## config.mk

```make
export PLATFORM = sky130hd
export DESIGN_NAME = led_strip_command_decoder_flat
export DESIGN_NICKNAME = d
export VERILOG_FILES = /design/src/rtl/lscd_pkg.sv /design/src/rtl/lscd_stream_if.sv /design/src/rtl/lscd_result_reg.sv /design/src/rtl/lscd_parser.sv /design/src/rtl/led_strip_command_decoder.sv /design/src/flat_wrapper.sv
export SDC_FILE = /design/constraint.sdc
export NUM_CORES = 1
export LEC_CHECK = 0
export ABC_AREA = 1
export BUFFER_PORTS_ARGS = -buffer_cell sky130_fd_sc_hd__clkbuf_2
export CAP_MARGIN = 20
export CORE_MARGIN = 1.5
export CORE_UTILIZATION = 45
export CTS_CLUSTER_DIAMETER = 120
export DETAILED_ROUTE_END_ITERATION = 16
export GPL_ROUTABILITY_DRIVEN = 0
export GPL_TIMING_DRIVEN = 0
export SLEW_MARGIN = 40
export SYNTH_ARGS = -nofsm -noshare
export SYNTH_HDL_FRONTEND = slang
export SYNTH_SLANG_ARGS = --single-unit
```

## constraint.sdc

```tcl
create_clock -name clk_i -period 2.8 [get_ports clk_i]
set_input_delay 0.14 -clock clk_i [delete_from_list [all_inputs] [get_ports clk_i]]
set_output_delay 0.14 -clock clk_i [all_outputs]
set_load 0.005 [all_outputs]
```

## src/rtl/lscd_pkg.sv

```systemverilog
// ----------------------------------------------------------------------------
// lscd_pkg
// Shared types, constants and helper functions of the LED strip command decoder.
// ----------------------------------------------------------------------------
package lscd_pkg;

  localparam int unsigned MaxFields     = 4;
  localparam int unsigned FieldChars    = 16;
  localparam int unsigned NameChars     = 16;
  localparam int unsigned FastLineChars = 32;

  localparam int unsigned SlotW = $clog2(MaxFields);
  localparam int unsigned LenW  = 7;  // holds the largest length limit plus one

  localparam logic [30:0] HexMax = 31'h7FFF_FFFF;

  localparam logic [7:0] ChNl     = 8'h0A;
  localparam logic [7:0] ChLBrace = 8'h7B;
  localparam logic [7:0] ChRBrace = 8'h7D;
  localparam logic [7:0] ChColon  = 8'h3A;
  localparam logic [7:0] ChComma  = 8'h2C;
  localparam logic [7:0] ChT      = 8'h54;

  typedef enum logic [2:0] {
    PH_START = 3'd0,
    PH_NAME  = 3'd1,
    PH_PARAM = 3'd2,
    PH_BRACE = 3'd3,
    PH_NL    = 3'd4,
    PH_FA    = 3'd5,
    PH_FB    = 3'd6,
    PH_FC    = 3'd7
  } phase_e;

  typedef enum logic [3:0] {
    K_SET_ONE     = 4'd0,
    K_FILL_SPAN   = 4'd1,
    K_DELAY       = 4'd2,
    K_SET_MAX     = 4'd3,
    K_INIT        = 4'd4,
    K_UPDATE      = 4'd5,
    K_FAST_ON     = 4'd6,
    K_FAST_UPDATE = 4'd7,
    K_FAST_DELAY  = 4'd8,
    K_FAST_SET    = 4'd9,
    K_EXIT_FAST   = 4'd10,
    K_PARSE_ERR   = 4'd11,
    K_UNKNOWN     = 4'd12,
    K_RANGE_ERR   = 4'd13
  } kind_e;

  // Parser state visible to the line-end logic.
  typedef struct packed {
    logic          fast;
    phase_e        phase;
    logic [6:0]    match;
    logic [LenW-1:0] flen;
    logic          err;
  } line_st_t;

  typedef struct packed {
    logic [3:0]  kind;
    logic [15:0] pixel_index;
    logic [31:0] color;
    logic [15:0] pixel_count;
    logic [30:0] delay_ms;
  } result_t;

  // Expected character of command name i at position p; 0 past its end.
  function automatic logic [7:0] name_char(input logic [2:0] i, input logic [3:0] p);
    logic [79:0] s;
    s = '0;
    case (i)
      3'd0: s = {"SET_ONE", 24'h0};
      3'd1: s = {"SET_MANY", 16'h0};
      3'd2: s = {"DELAY", 40'h0};
      3'd3: s = {"SET_MAX", 24'h0};
      3'd4: s = {"INIT", 48'h0};
      3'd5: s = {"UPDATE", 32'h0};
      3'd6: s = "ENTER_FAST";
      default: s = '0;
    endcase
    return s[79 - 8*p -: 8];
  endfunction

  function automatic logic [3:0] name_len(input logic [2:0] i);
    logic [3:0] l;
    case (i)
      3'd0: l = 4'd7;
      3'd1: l = 4'd8;
      3'd2: l = 4'd5;
      3'd3: l = 4'd7;
      3'd4: l = 4'd4;
      3'd5: l = 4'd6;
      3'd6: l = 4'd10;
      default: l = 4'd0;
    endcase
    return l;
  endfunction

  // Returns {is_digit, value}.
  function automatic logic [4:0] hex_digit(input logic [7:0] c);
    logic [4:0] r;
    r = '0;
    if (c >= 8'h30 && c <= 8'h39) r = {1'b1, c[3:0]};
    else if ((c >= 8'h41 && c <= 8'h46) || (c >= 8'h61 && c <= 8'h66))
      r = {1'b1, c[3:0] + 4'd9};
    return r;
  endfunction

endpackage

```

## src/rtl/lscd_stream_if.sv

```systemverilog
// ----------------------------------------------------------------------------
// lscd_stream_if
// Valid/ready channel carrying one payload word.
// ----------------------------------------------------------------------------
interface lscd_stream_if #(parameter type T = logic [7:0]);
  logic valid;
  logic ready;
  T     data;
  modport source (output valid, output data, input ready);
  modport sink   (input valid, input data, output ready);
endinterface

```

## src/rtl/lscd_result_reg.sv

```systemverilog
// ----------------------------------------------------------------------------
// lscd_result_reg
// Output register with a skid stage so the input side waits only when both are full.
// ----------------------------------------------------------------------------
module lscd_result_reg (
  input  logic               clk_i,
  input  logic               rst_ni,
  input  logic               push_i,
  input  lscd_pkg::result_t  data_i,
  output logic               room_o,
  output logic               valid_o,
  input  logic               ready_i,
  output lscd_pkg::result_t  data_o
);
  logic              out_v_q, skid_v_q;
  lscd_pkg::result_t out_q, skid_q;

  assign room_o  = !skid_v_q;
  assign valid_o = out_v_q;
  assign data_o  = out_q;

  always_ff @(posedge clk_i or negedge rst_ni) begin
    if (!rst_ni) begin
      out_v_q  <= 1'b0;
      skid_v_q <= 1'b0;
    end else begin
      if (!out_v_q || ready_i) begin
        if (skid_v_q) begin
          out_v_q  <= 1'b1;
          skid_v_q <= push_i;
        end else begin
          out_v_q <= push_i;
        end
      end else if (push_i) begin
        skid_v_q <= 1'b1;
      end
    end
  end

  always_ff @(posedge clk_i) begin
    if (!out_v_q || ready_i) begin
      if (skid_v_q) begin
        out_q  <= skid_q;
        if (push_i) skid_q <= data_i;
      end else if (push_i) begin
        out_q <= data_i;
      end
    end else if (push_i) begin
      skid_q <= data_i;
    end
  end
endmodule

```

## src/rtl/lscd_parser.sv

```systemverilog
// ----------------------------------------------------------------------------
// lscd_parser
// Per-byte parsing: name matching, hex fields and line-end result building.
// ----------------------------------------------------------------------------
module lscd_parser (
  input  logic              clk_i,
  input  logic              rst_ni,
  input  logic              en_i,
  input  logic [7:0]        c_i,
  output logic              push_o,
  output lscd_pkg::result_t res_o
);
  localparam int unsigned LenW = lscd_pkg::LenW;

  lscd_pkg::line_st_t st_q, st_d;
  logic [30:0] pv_q [lscd_pkg::MaxFields];
  logic [30:0] pv_d [lscd_pkg::MaxFields];
  logic [lscd_pkg::SlotW:0] pn_q, pn_d;
  logic        stop_q, stop_d;
  logic [15:0] strip_q, strip_d;

  logic [4:0]  hd;
  logic [34:0] grown;
  logic [30:0] hv;
  logic [lscd_pkg::SlotW:0] slot;
  logic        feed;
  logic [6:0]  m;
  logic [LenW-1:0] fl;
  logic [16:0] sum;
  logic [6:0]  nm;

  assign hd = lscd_pkg::hex_digit(c_i);
  assign slot = st_q.fast ? ((st_q.phase == lscd_pkg::PH_FA) ? '0
                                                              : (lscd_pkg::SlotW + 1)'(1))
                          : pn_q;
  assign grown = {pv_q[slot[lscd_pkg::SlotW-1:0]], 4'h0} + {31'h0, hd[3:0]};
  assign hv = (grown > {4'h0, lscd_pkg::HexMax}) ? lscd_pkg::HexMax : grown[30:0];
  assign sum = {1'b0, pv_q[0][15:0]} + {1'b0, pv_q[2][15:0]};

  always_comb begin
    st_d = st_q;
    pn_d = pn_q;
    stop_d = stop_q;
    strip_d = strip_q;
    pv_d = pv_q;
    push_o = 1'b0;
    res_o = '0;
    feed = 1'b0;
    m = st_q.match;
    fl = st_q.flen;
    nm = st_q.match;
    if (en_i) begin
      if (c_i == lscd_pkg::ChNl) begin
        push_o = 1'b1;
        if (st_q.fast) begin
          m = st_q.match;
          if (fl != LenW'(1)) m[0] = 1'b0;
          if (fl != LenW'(4)) m[1] = 1'b0;
          if (fl == '0) m[2] = 1'b0;
          if (fl <= LenW'(lscd_pkg::FastLineChars)) fl = fl + 1'b1;
          if (st_q.err || fl > LenW'(lscd_pkg::FastLineChars))
            res_o.kind = lscd_pkg::K_PARSE_ERR;
          else if (m[0] && fl == LenW'(2)) res_o.kind = lscd_pkg::K_FAST_UPDATE;
          else if (m[2]) begin
            if (st_q.phase == lscd_pkg::PH_FA) res_o.kind = lscd_pkg::K_PARSE_ERR;
            else begin
              res_o.kind = lscd_pkg::K_FAST_DELAY;
              res_o.delay_ms = pv_q[1];
            end
          end else if (m[1] && fl == LenW'(5)) begin
            res_o.kind = lscd_pkg::K_EXIT_FAST;
            st_d.fast = 1'b0;
          end else if (st_q.phase == lscd_pkg::PH_FA) res_o.kind = lscd_pkg::K_PARSE_ERR;
          else begin
            res_o.kind = lscd_pkg::K_FAST_SET;
            res_o.pixel_index = pv_q[0][15:0];
            res_o.color = {1'b0, pv_q[1]};
          end
        end else if (st_q.err || st_q.phase != lscd_pkg::PH_NL) begin
          res_o.kind = lscd_pkg::K_PARSE_ERR;
        end else begin
          case (st_q.match)
            7'h01: begin
              res_o.kind = lscd_pkg::K_SET_ONE;
              res_o.pixel_index = pv_q[0][15:0];
              res_o.color = {1'b0, pv_q[1]};
            end
            7'h02: begin
              res_o.kind = (sum > {1'b0, strip_q}) ? lscd_pkg::K_RANGE_ERR
                                                   : lscd_pkg::K_FILL_SPAN;
              res_o.pixel_index = pv_q[0][15:0];
              res_o.color = {1'b0, pv_q[1]};
              res_o.pixel_count = pv_q[2][15:0];
            end
            7'h04: begin
              res_o.kind = lscd_pkg::K_DELAY;
              res_o.delay_ms = pv_q[0];
            end
            7'h08: begin
              res_o.kind = lscd_pkg::K_SET_MAX;
              res_o.pixel_index = pv_q[0][15:0];
              strip_d = pv_q[0][15:0];
            end
            7'h10: begin
              res_o.kind = lscd_pkg::K_INIT;
              res_o.pixel_index = pv_q[0][15:0];
              res_o.color = {1'b0, pv_q[1]};
              strip_d = pv_q[0][15:0];
            end
            7'h20: res_o.kind = lscd_pkg::K_UPDATE;
            7'h40: begin
              res_o.kind = lscd_pkg::K_FAST_ON;
              st_d.fast = 1'b1;
            end
            default: res_o.kind = lscd_pkg::K_UNKNOWN;
          endcase
        end
        // Start a fresh line.
        st_d.phase = st_d.fast ? lscd_pkg::PH_FA : lscd_pkg::PH_START;
        st_d.match = 7'h7F;
        st_d.flen = '0;
        st_d.err = 1'b0;
        pn_d = '0;
        stop_d = 1'b0;
        for (int i = 0; i < int'(lscd_pkg::MaxFields); i++) pv_d[i] = '0;
      end else if (st_q.fast) begin
        if (c_i != 8'h00 && !st_q.err) begin
          if (fl >= LenW'(2) || c_i != (fl == '0 ? 8'h55 : lscd_pkg::ChNl)) m[0] = 1'b0;
          if (fl >= LenW'(5) || c_i != (fl == LenW'(0) ? 8'h45 : fl == LenW'(1) ? 8'h58 :
              fl == LenW'(2) ? 8'h49 : fl == LenW'(3) ? 8'h54 : lscd_pkg::ChNl)) m[1] = 1'b0;
          if (fl == '0 && c_i != lscd_pkg::ChT) m[2] = 1'b0;
          if (fl <= LenW'(lscd_pkg::FastLineChars)) fl = fl + 1'b1;
          st_d.match = m;
          st_d.flen = fl;
          if (st_q.phase == lscd_pkg::PH_FA) begin
            if (c_i == lscd_pkg::ChColon) begin
              st_d.phase = lscd_pkg::PH_FB;
              stop_d = 1'b0;
            end else feed = 1'b1;
          end else if (st_q.phase == lscd_pkg::PH_FB) begin
            if (c_i == lscd_pkg::ChColon) st_d.phase = lscd_pkg::PH_FC;
            else feed = 1'b1;
          end
        end
      end else if (!st_q.err) begin
        case (st_q.phase)
          lscd_pkg::PH_START: begin
            if (c_i == lscd_pkg::ChLBrace) st_d.phase = lscd_pkg::PH_NAME;
            else st_d.err = 1'b1;
          end
          lscd_pkg::PH_NAME: begin
            if (c_i == lscd_pkg::ChColon || c_i == lscd_pkg::ChRBrace) begin
              for (int i = 0; i < 7; i++)
                if ({3'h0, lscd_pkg::name_len(3'(i))} != fl) nm[i] = 1'b0;
              st_d.match = nm;
              st_d.flen = '0;
              st_d.phase = (c_i == lscd_pkg::ChColon) ? lscd_pkg::PH_PARAM
                                                      : lscd_pkg::PH_NL;
            end else if (fl >= LenW'(lscd_pkg::NameChars)) begin
              st_d.err = 1'b1;
            end else begin
              for (int i = 0; i < 7; i++)
                if (fl >= LenW'(lscd_pkg::name_len(3'(i))) ||
                    lscd_pkg::name_char(3'(i), fl[3:0]) != c_i) nm[i] = 1'b0;
              st_d.match = nm;
              st_d.flen = fl + 1'b1;
            end
          end
          lscd_pkg::PH_PARAM: begin
            if (c_i == lscd_pkg::ChComma) begin
              if (pn_q + 1'b1 >= (lscd_pkg::SlotW + 1)'(lscd_pkg::MaxFields))
                st_d.phase = lscd_pkg::PH_BRACE;
              else begin
                pn_d = pn_q + 1'b1;
                st_d.flen = '0;
                stop_d = 1'b0;
              end
            end else if (c_i == lscd_pkg::ChRBrace) begin
              st_d.phase = lscd_pkg::PH_NL;
            end else if (fl >= LenW'(lscd_pkg::FieldChars)) begin
              st_d.err = 1'b1;
            end else begin
              st_d.flen = fl + 1'b1;
              feed = 1'b1;
            end
          end
          lscd_pkg::PH_BRACE: begin
            if (c_i == lscd_pkg::ChRBrace) st_d.phase = lscd_pkg::PH_NL;
            else st_d.err = 1'b1;
          end
          default: st_d.err = 1'b1;
        endcase
      end
      if (feed && !stop_q) begin
        if (hd[4]) pv_d[slot[lscd_pkg::SlotW-1:0]] = hv;
        else stop_d = 1'b1;
      end
    end
  end

  always_ff @(posedge clk_i or negedge rst_ni) begin
    if (!rst_ni) begin
      st_q <= '{fast: 1'b0, phase: lscd_pkg::PH_START, match: 7'h7F, flen: '0, err: 1'b0};
      pn_q <= '0;
      stop_q <= 1'b0;
      strip_q <= '0;
      for (int i = 0; i < int'(lscd_pkg::MaxFields); i++) pv_q[i] <= '0;
    end else begin
      st_q <= st_d;
      pn_q <= pn_d;
      stop_q <= stop_d;
      strip_q <= strip_d;
      pv_q <= pv_d;
    end
  end
endmodule

```

## src/rtl/led_strip_command_decoder.sv

```systemverilog
// ----------------------------------------------------------------------------
// led_strip_command_decoder
// Decodes newline-terminated LED strip text commands, one byte per cycle while the output stage has room.
// ----------------------------------------------------------------------------
//  channel  | dir | payload
//  in_if    | in  | rx_byte
//  out_if   | out | kind, pixel_index, color, pixel_count, delay_ms
//
// A byte is taken every cycle while the output stage has room; a newline's result
// is registered in the output entry, or in the skid entry while the output is held.
// A two-entry output stage lets bytes flow while a result waits; input stalls
// only when both entries are full. Reset returns to normal mode, strip length 0.
module led_strip_command_decoder (
  input  logic        clk_i,
  input  logic        rst_ni,
  lscd_stream_if.sink   in_if,
  lscd_stream_if.source out_if
);
  logic              push, room, acc;
  lscd_pkg::result_t res, odata;

  assign in_if.ready = room;
  assign acc = in_if.valid && room;

  lscd_parser u_parser (
    .clk_i  (clk_i),
    .rst_ni (rst_ni),
    .en_i   (acc),
    .c_i    (in_if.data[7:0]),
    .push_o (push),
    .res_o  (res)
  );

  lscd_result_reg u_out (
    .clk_i   (clk_i),
    .rst_ni  (rst_ni),
    .push_i  (push),
    .data_i  (res),
    .room_o  (room),
    .valid_o (out_if.valid),
    .ready_i (out_if.ready),
    .data_o  (odata)
  );

  assign out_if.data = odata;

  a_push_nl: assert property (@(posedge clk_i) disable iff (!rst_ni)
    push |-> (in_if.data[7:0] == lscd_pkg::ChNl))
    else $error("result pushed without newline");
  a_kind_rng: assert property (@(posedge clk_i) disable iff (!rst_ni)
    out_if.valid |-> (odata.kind <= 4'd13))
    else $error("result kind out of range");
  a_push_out: assert property (@(posedge clk_i) disable iff (!rst_ni)
    push |=> out_if.valid)
    else $error("pushed result not visible");
endmodule
```

## src/flat_wrapper.sv

```systemverilog
// flat-port wrapper written by rule: the top's interface ports become plain ports
module led_strip_command_decoder_flat 
  (clk_i, rst_ni, in_if_valid, in_if_data, in_if_ready, out_if_valid, out_if_data, out_if_ready);
  lscd_stream_if in_if_i ();
  lscd_stream_if out_if_i ();
  input  logic clk_i;
  input  logic rst_ni;
  input wire logic [$bits(in_if_i.valid)-1:0] in_if_valid;
  input wire logic [$bits(in_if_i.data)-1:0] in_if_data;
  output wire logic [$bits(in_if_i.ready)-1:0] in_if_ready;
  output wire logic [$bits(out_if_i.valid)-1:0] out_if_valid;
  output wire logic [$bits(out_if_i.data)-1:0] out_if_data;
  input wire logic [$bits(out_if_i.ready)-1:0] out_if_ready;
  assign in_if_i.valid = in_if_valid;
  assign in_if_i.data = in_if_data;
  assign in_if_ready = in_if_i.ready;
  assign out_if_valid = out_if_i.valid;
  assign out_if_data = out_if_i.data;
  assign out_if_i.ready = out_if_ready;
  led_strip_command_decoder u_core (.clk_i(clk_i), .rst_ni(rst_ni), .in_if(in_if_i), .out_if(out_if_i));
endmodule
```

==> results.txt <==
first-pass GRT wire length - 63,800 um
Place WS - -0.375 ns
ANT nets after route - 0
Req. time, crit path - 3.17 ns
max_slew headroom - 45.3%
count of input and output buffers - 19
GRT Total Usage - 29.1%
Top-Level Pins - 22
initial antenna violation count - 0
Final Max Tran Viols - 0
Worst Path Max Fanout - 11
Layout area overhead - 11.4%
startpoint types - input port
Die Wd - 168 um
Final Cycle Share - 95.9%
outcome - completed
leakage power - 6.58 nW
FF-to-FF setup slack - 0.14 ns
routed wire length - 40,200 um
wire per inst - 18.6 um
worst-margin pin slew - 0.814 ns
worst r2r path cells - 14
ANT cells - 0
Mapped Cells - 1,756
Most used DFF post-synth - dfrtp_1
via count of the first global-routing pass - 11,400
mapped cell area - 0.0122 sq mm
Post-synth EDFFs - 16
Initial DRC Count - 1,382
post-detail-place hpwl - 29,400 um
num rows - 60
die area - 0.0282 sq mm
final setup fails - 0
Max Cap Viol - 0
total gr overflow - 0
Syn Nets - 1,782
CTS tree - yes
Overall Power - 10.4 mW
async set-reset flop share out of synthesis - 90.3%
minimum clock period - 2.69 ns
crit end category - flop
vias per std cell - 5.63
drt pass-1 iters - 6
final non-filler cell total - 2,162
hold crit path type - in -> async
Synth Warn # - 0
Skew-Pair Late Insertion Delay - 0.44 ns
post-synth top area share - 29.1%
DRC - 0
CTS Buf Count - 17
worst reg2reg startpoint - u_core.u_parser.st_q[2]$_DFFE_PN0P_
Final Hold Viols - 0
share of cells above drive strength 1 - 14.6%
worst vdd ir - 0.552 mV
list of most frequent post-synthesis cells - 439 x nand2_1, 254 x nand3_1, 212 x inv_1
dominant cell type by area after synthesis - dfrtp_1
Seq cells post-synth - 165
clock-pin slew on the worst setup and hold paths - 0.07 ns
R2R Path End - u_core.u_parser.st_q[14]$_DFFE_PN1P_
Initial Util - 45.6%
PD cells - 763 mW/mm^2
clk_skew - 0.0145 ns
clock sink total - 165
ranking of synthesized cells by area - dfrtp_1 29%, nand2_1 13%, nand3_1 10%, inv_1 6.5%, o21ai_1 4.7%
CORE AREA - 0.0268 sq mm
Distinct cells, synth - 50
H-tree depth - 4
Syn Area/Cell - 6.96 sq um
largest net degree at the start of global routing - 64
Core Util, Final - 50.8%
Cells after DPL - 2,118
routed vias - 12,200
sequential share of the synthesized area - 34.5%
Max Freq - 0.372 GHz
CTS max path bufs - 2
CP Data Arrival Time - 3.06 ns
Setup WS post-layout - 0.114 ns
CTS root buf - clkbuf_16
Crit Path Category - in -> reg
Fin Setup TNS - 0 ns
Final nets - 1,834
chip height - 168 um
most frequent cell after synthesis - nand2_1
## state kept, by name, summed over array words and instances (netlist names)
name	count
u_core.u_parser.st_q	19
u_core.u_out.valid_o	1
u_core.u_out.data_o	8
u_core.u_parser.pv_q	124
u_core.u_out.skid_q	8
u_core.u_parser.pn_q	3
u_core.u_out.skid_v_q	1
u_core.u_parser.stop_q	1
## cells by family (layout without fill, tap and decap cells)
group	after synthesis	in the layout	synth area share, %
DFF	165	165	34.5
AOI/OAI and AO/OA	287	287	12.8
buffers and inverters	327	392	12.2
and+or+nand+nor	936	936	37.1
xor gates and xnor gates	27	27	1.93
adders and majority gates	14	14	1.43
## critical path, cell delays in order
cell and delay, ns:
clkbuf_2 0.11, buf_2 0.28, inv_2 0.19, ha_1 0.32, nand4_1 0.37, clkbuf_1 0.57, clkbuf_1 0.67, nand3_1 0.17
nand3_1 0.10, o21ai_1 0.07, inv_1 0.07
## report_power, final
part,switching [mW],internal (mW),total (mW)
sequential,0.356,2.75,3.11
clock,1.11,1.37,2.48
combinational,3.29,1.51,4.80
## cells in the final DEF (no fill, tap or decap), drive strengths merged, types with 4 or more instances in the layout
cell | netlist | final
a211oi | 11 | 11
a21oi | 53 | 53
a22oi | 4 | 4
a31oi | 4 | 4
buf | 65 | 71
clkbuf | 34 | 78
clkinv | 3 | 4
dfrtp | 142 | 142
dfstp | 7 | 7
edfxtp | 16 | 16
ha | 14 | 14
inv | 225 | 233
nand2 | 457 | 457
nand3 | 302 | 302
nand3b | 11 | 11
nand4 | 17 | 17
nor2 | 114 | 114
nor3 | 14 | 14
nor4 | 6 | 6
o21ai | 183 | 183
o21bai | 5 | 5
o22ai | 15 | 15
o31ai | 5 | 5
or2 | 12 | 12
xor2 | 27 | 27
## stage by stage
| step | instance area (sq um) | hold WS, ns |
|---|---|---|
| after detailed placement | 12800 | 0.0714 |
| after floorplan | 12200 | -0.156 |
| after global placement | 12700 | 0.436 |
| after CTS | 13500 | 0.177 |
| final | 13600 | 0.170 |
| after global routing | 13600 | 0.190 |
## how the worst max path moves through the flow
stage	start	cells after the start	slack, ns	endpoint
2_1_floorplan	u_core.u_parser.st_q[2]$_DFFE_PN0P_	16	0.32	u_core.u_out.data_o[0]$_DFFE_PP_
3_3_place_gp	rst_ni	1	-1.26	u_core.u_parser.pv_q[9]$_DFFE_PN0P_
3_5_place_dp	u_core.u_parser.st_q[2]$_DFFE_PN0P_	19	-0.38	u_core.u_out.data_o[5]$_DFFE_PP_
4_1_cts	u_core.u_parser.st_q[2]$_DFFE_PN0P_	15	0.02	u_core.u_parser.st_q[11]$_DFFE_PN1P_
5_1_grt	u_core.u_parser.st_q[2]$_DFFE_PN0P_	17	-0.008	u_core.u_out.data_o[1]$_DFFE_PP_
6_report	in_if_data[0]	11	0.11	u_core.u_parser.pv_q[2]$_DFFE_PN0P_
## layout make-up
type | count | area, sq um
Fill cell | 2704 | 13200
Inverter | 228 | 866
Sequential cell | 165 | 4220
Clock inverter | 13 | 160
Clock buffer | 19 | 443
Timing Repair Buffer | 33 | 254
Buffer | 99 | 656
Multi-Input combinational cell | 1264 | 6590
Tap cell | 341 | 427
## routing by layer
layer	track usage, %	wire (um)	part of all wire [%]
met1	39.0	17300	43
met2	47.4	18300	46
met3	4.56	3160	7.9
met4	10.9	1380	3.4
met5	0	0	0
## timing repair
item,CTS,global route
pin swaps,1,4
endpoints found under the setup margin,30,122
hold buffers,2,0
gates resized for setup,6,40
setup buffers,4,6
endpoints found under the hold margin,86,0
Note: power is estimated with default switching activity, not from simulation.
